$ cat config.mk
export PLATFORM = sky130hd
export DESIGN_NAME = etpc_front
export DESIGN_NICKNAME = d
export VERILOG_FILES = /design/src/rtl/etpc_front.sv
export SDC_FILE = /design/constraint.sdc
export NUM_CORES = 2
export LEC_CHECK = 0
export BUFFER_PORTS_ARGS = -buffer_cell sky130_fd_sc_hd__buf_2
export CAP_MARGIN = 20
export CELL_PAD_IN_SITES_DETAIL_PLACEMENT = 0
export CELL_PAD_IN_SITES_GLOBAL_PLACEMENT = 1
export CORE_MARGIN = 2
export CORE_UTILIZATION = 30
export DETAILED_ROUTE_END_ITERATION = 16
export GPL_TIMING_DRIVEN = 0
export HOLD_SLACK_MARGIN = 0.12
export PLACE_DENSITY_LB_ADDON = 0.1
export SETUP_SLACK_MARGIN = 0.2
export SLEW_MARGIN = 20
export SYNTH_ARGS = -nofsm -noshare
export SYNTH_HDL_FRONTEND = slang
export SYNTH_SLANG_ARGS = --single-unit
$ cat constraint.sdc
create_clock -name clk -period 14.2 [get_ports clk]
set_input_delay 1.42 -clock clk [delete_from_list [all_inputs] [get_ports clk]]
set_output_delay 1.42 -clock clk [all_outputs]
set_load 0.02 [all_outputs]
$ cat src/rtl/etpc_front.sv
// Front part: accepts pixel coordinates, forms c, pushes into a two-entry queue.
// No package dependencies.
module etpc_front #(
  parameter int CW = 48,
  parameter int FB = 44,
  parameter int NB = 12
) (
  input  logic                clk,
  input  logic                rst_n,
  input  logic                in_valid,
  output logic                in_ready,
  input  logic [NB-1:0]       col,
  input  logic [NB-1:0]       row,
  input  logic signed [CW-1:0] x_min,
  input  logic signed [CW-1:0] y_min,
  input  logic [FB:0]         x_step,
  input  logic [FB:0]         y_step,
  output logic                q_valid,
  input  logic                q_pop,
  output logic signed [CW-1:0] q_cre,
  output logic signed [CW-1:0] q_cim
);
  localparam int PW = NB + FB + 1;
  localparam logic signed [CW+1:0] CMax = (CW+2)'((65'sd1 <<< (CW-1)) - 1);
  localparam logic signed [CW+1:0] CMin = -CMax - 1;

  // stage 1: products; stage 2: saturated sums into queue
  logic              s1_v_r;
  logic [PW-1:0]     px_r, py_r;
  logic signed [CW-1:0] qre_r [2];
  logic signed [CW-1:0] qim_r [2];
  logic [1:0]        cnt_r;
  logic              wp_r, rp_r;

  function automatic logic signed [CW-1:0] csum(input logic signed [CW-1:0] b,
                                               input logic [PW-1:0] p);
    logic signed [CW+1:0] off, s;
    off = (p > PW'(CMax)) ? CMax : (CW+2)'(p);
    s = (CW+2)'(b) + off;
    if (s > CMax) s = CMax;
    if (s < CMin) s = CMin;
    return s[CW-1:0];
  endfunction

  wire push = s1_v_r;
  // accept only when queue has room even counting the product in flight
  assign in_ready = (32'(cnt_r) + 32'(s1_v_r)) < 2;
  wire acc = in_valid && in_ready;

  always_ff @(posedge clk) begin
    if (!rst_n) begin
      s1_v_r <= 1'b0;
      cnt_r <= 2'd0;
      wp_r <= 1'b0;
      rp_r <= 1'b0;
    end else begin
      s1_v_r <= acc;
      if (push) wp_r <= ~wp_r;
      if (q_pop) rp_r <= ~rp_r;
      cnt_r <= cnt_r + 2'(push) - 2'(q_pop);
    end
  end

  always_ff @(posedge clk) begin
    if (acc) begin
      px_r <= PW'(col) * PW'(x_step);
      py_r <= PW'(row) * PW'(y_step);
    end
    if (push) begin
      qre_r[wp_r] <= csum(x_min, px_r);
      qim_r[wp_r] <= csum(y_min, py_r);
    end
  end

  assign q_valid = cnt_r != 2'd0;
  assign q_cre = qre_r[rp_r];
  assign q_cim = qim_r[rp_r];
endmodule

==> run_results.csv <==
group,metric,value,unit
grt,antenna_found_initial,27,
synth,synthAdderAreaFrac,0.420,
grt,grt_pass1_vias,39700,
route,drtPass1Iterations,5,
cts,root_buffer,"clkbuf_16",
cts,cts_hold_buf,0,
timing,layout_min_cycle_time,9480,ps
route,finalWirelength,172000,um
synth,synth_area,50000,sq um
route,vias_per_cell,4.75,
die,ios,312,
timing,hold-worst-slack,579,ps
synth,synth_top_family_by_area,"adder cells",
cells_and_area,multi_input_area,36600,sq um
power_and_ir_drop,finalPower,14200,uW
cells_and_area,final_util,0.337,
cells_and_area,register_area,9310,sq um
route,drtIter0Drc,2207,
place,io_buffers,293,
timing,tightest_slew,1190,ps
die,coreArea,165000,sq um
route,ant_nets,0,
job,cap_violations,0,
route,route.detailed.drc,0,
cells_and_area,nNetsFinal,7004,
cells_and_area,final_cell_mix,"nand2_1 (893), fa_1 (862), inv_1 (790)",
synth,synth_edf_count,306,
cts,cts_tree,"yes",
synth,ys_ff_latch,312,
cells_and_area,layout-drive-gt1-share,0.103,
synth,ys_seq_area_frac,0.186,
setup_path,cp-start-kind,"input port",
setup_path,critPathArrivalTime,9760,ps
synth,yosys_warnings,0,
synth,synth_flop_cell,"edfxtp_1",
timing,setup_viol,0,
setup_path,criticalPathCategory,"in2reg",
power_and_ir_drop,pwr_density_cell,255,nW/um^2
run_status,status,"finished clean",
place,finalWeightedCongestion,0.861,
grt,grt_max_degree,52,
die,rows,149,
setup_path,path_max_fanout,10,
timing,final.setup.tns,0,ps
cells_and_area,nFillCells,17400,
cts,insertion_delay,610,ps
die,die-area,170000,sq um
cts,cts_setup_buffers,0,
route,vias,37300,
setup_path,worstPathRequired,14480,ps
cts,cts_resized,0,
synth,ys_async_sr_fraction,0,
timing,post-route-period-util,0.667,
cts,clk_pin_slew,50,ps
timing,slew_headroom,0.205,
die,die_x,412,um
cts,clk_path_buf_depth,3,
power_and_ir_drop,vdd_drop_max,0.195,mV
worst_hold_path,hp-class,"reg2reg",
cts,numCtsBuffers,41,
cells_and_area,syn_to_final_growth,11.5,%
synth,synth.distinct_cells,84,
synth,yosys.area_share.simple,0.156,
synth,postSynthAreaPerCell,9.48,sq um
route,avgRoutedWirePerCell,21.9,um
cells_and_area,mostFrequentLayoutCell,"nand2_1",
grt,grt_pass1_wl,259000,um
grt,grt_overflow,0,
timing,finClkSkew,40.8,ps
cts,htree_levels,2,
die,start_util,0.303,
cts,clkSinkCount,312,
timing,drv_slew,0,
synth,synth_cells,5279,
timing,rsz0062_at_grt,"no",
synth,synth_compound_area_frac,0.0982,
timing,hold_viol_final,0,
timing,fmax,0.106,GHz
synth,synth_mux_area_frac,0.0218,
die,die_h,412,um
power_and_ir_drop,power_leakage,0.0244,uW
place,post-dp-hpwl,143000,um
synth,synthXorXnorAreaFrac,0.0341,
grt,track_usage,0.204,
setup_path,endpoint_kind,"flip-flop",
## synthesized netlist by cell type, types with 38 or more instances
cell type  number  share of area
mux2_2         96          0.022
xor2_1         79          0.014
nand2_1       893          0.067
o21a_1         70          0.011
a21oi_1       257          0.026
a21o_1        123          0.018
nor2_1        116         0.0087
and2_1        345          0.043
o21ai_1        38         0.0038
or2_2          98          0.012
xnor2_1       114          0.020
ha_1          302          0.076
fa_1          862           0.34
edfxtp_1      306           0.18
inv_1         790          0.059
o21ai_0        72         0.0072
nand4_1        44         0.0055
clkbuf_1      287          0.022
## metrics by stage
step / setup slack, ps / cells / cell area (sq um)
floorplan: 7120 / 5282 / 50000
global placement: 4250 / 7764 / 54200
detailed placement: 4290 / 7772 / 54400
CTS: 4910 / 7842 / 55800
global route: 4470 / 7843 / 55800
finish: 4720 / 7848 / 55800
## worst paths after layout
kind                           start                      to  slack (ps)  cells past startpoint
setup / recovery              col[4]      px_r[46]$_DFFE_PP_        4720                     22
hold / removal     rp_r$_SDFFE_PN0P_       rp_r$_SDFFE_PN0P_         580                      2
setup reg to reg  py_r[55]$_DFFE_PP_  qim_r[1][36]$_DFFE_PP_        7630                     18
hold reg to reg    rp_r$_SDFFE_PN0P_       rp_r$_SDFFE_PN0P_         580                      2
## state kept, by name, indices dropped and copies added, names as in the netlist, named ones only
register and flops:
wp_r 1, qre_r 96, push 1, cnt_r 2, py_r 57, rp_r 1, px_r 57, qim_r 96
## routing by layer
layer / vias to the layer above / routed length (um) / global-route usage
met4: 14 / 3540 / 0.0405
met5: - / 91 / 0
met3: 155 / 10400 / 0.0421
met1: 18800 / 85800 / 0.305
li1: 17500 / - / -
met2: 820 / 72400 / 0.304
## power by group
part	total (uW)	switching (uW)	internal, uW
Sequential	1840	50.0	1790
Clock	1030	427	600
Combinational	11400	7160	4200
Total	14200	7640	6590
## critical path, stage by stage
cell and delay, ps:
clkbuf_1 780, clkbuf_1 790, nand2_1 190, fa_1 540, fa_1 510, inv_1 50
fa_1 530, inv_1 50, fa_1 470, inv_1 50, fa_1 480, ha_1 430
nand4_1 170, nor3_1 230, o31ai_1 190, a31oi_1 570, nor2_1 320, and3_1 290
o41ai_1 580, a21oi_1 230, o21a_1 230, xnor2_1 620
## cells by family after synthesis
family          Yosys count
buf+inv                1092
flops                   312
simple gates           1660
compound gates          759
other cells               1
mux                      97
fa+ha+maj              1164
xor+xnor                194
## area by class of cell
class / instances / area share
multi-input combinational: 3878 / 0.656
buffer: 301 / 0.0211
inverter: 791 / 0.0532
antenna: 6 / 0.000269
clock buffer: 49 / 0.0193
sequential: 312 / 0.167
tap: 2189 / 0.0491
clock inverter: 21 / 0.00413
timing repair buffer: 301 / 0.0296
Note: power is estimated with default switching activity, not from simulation.
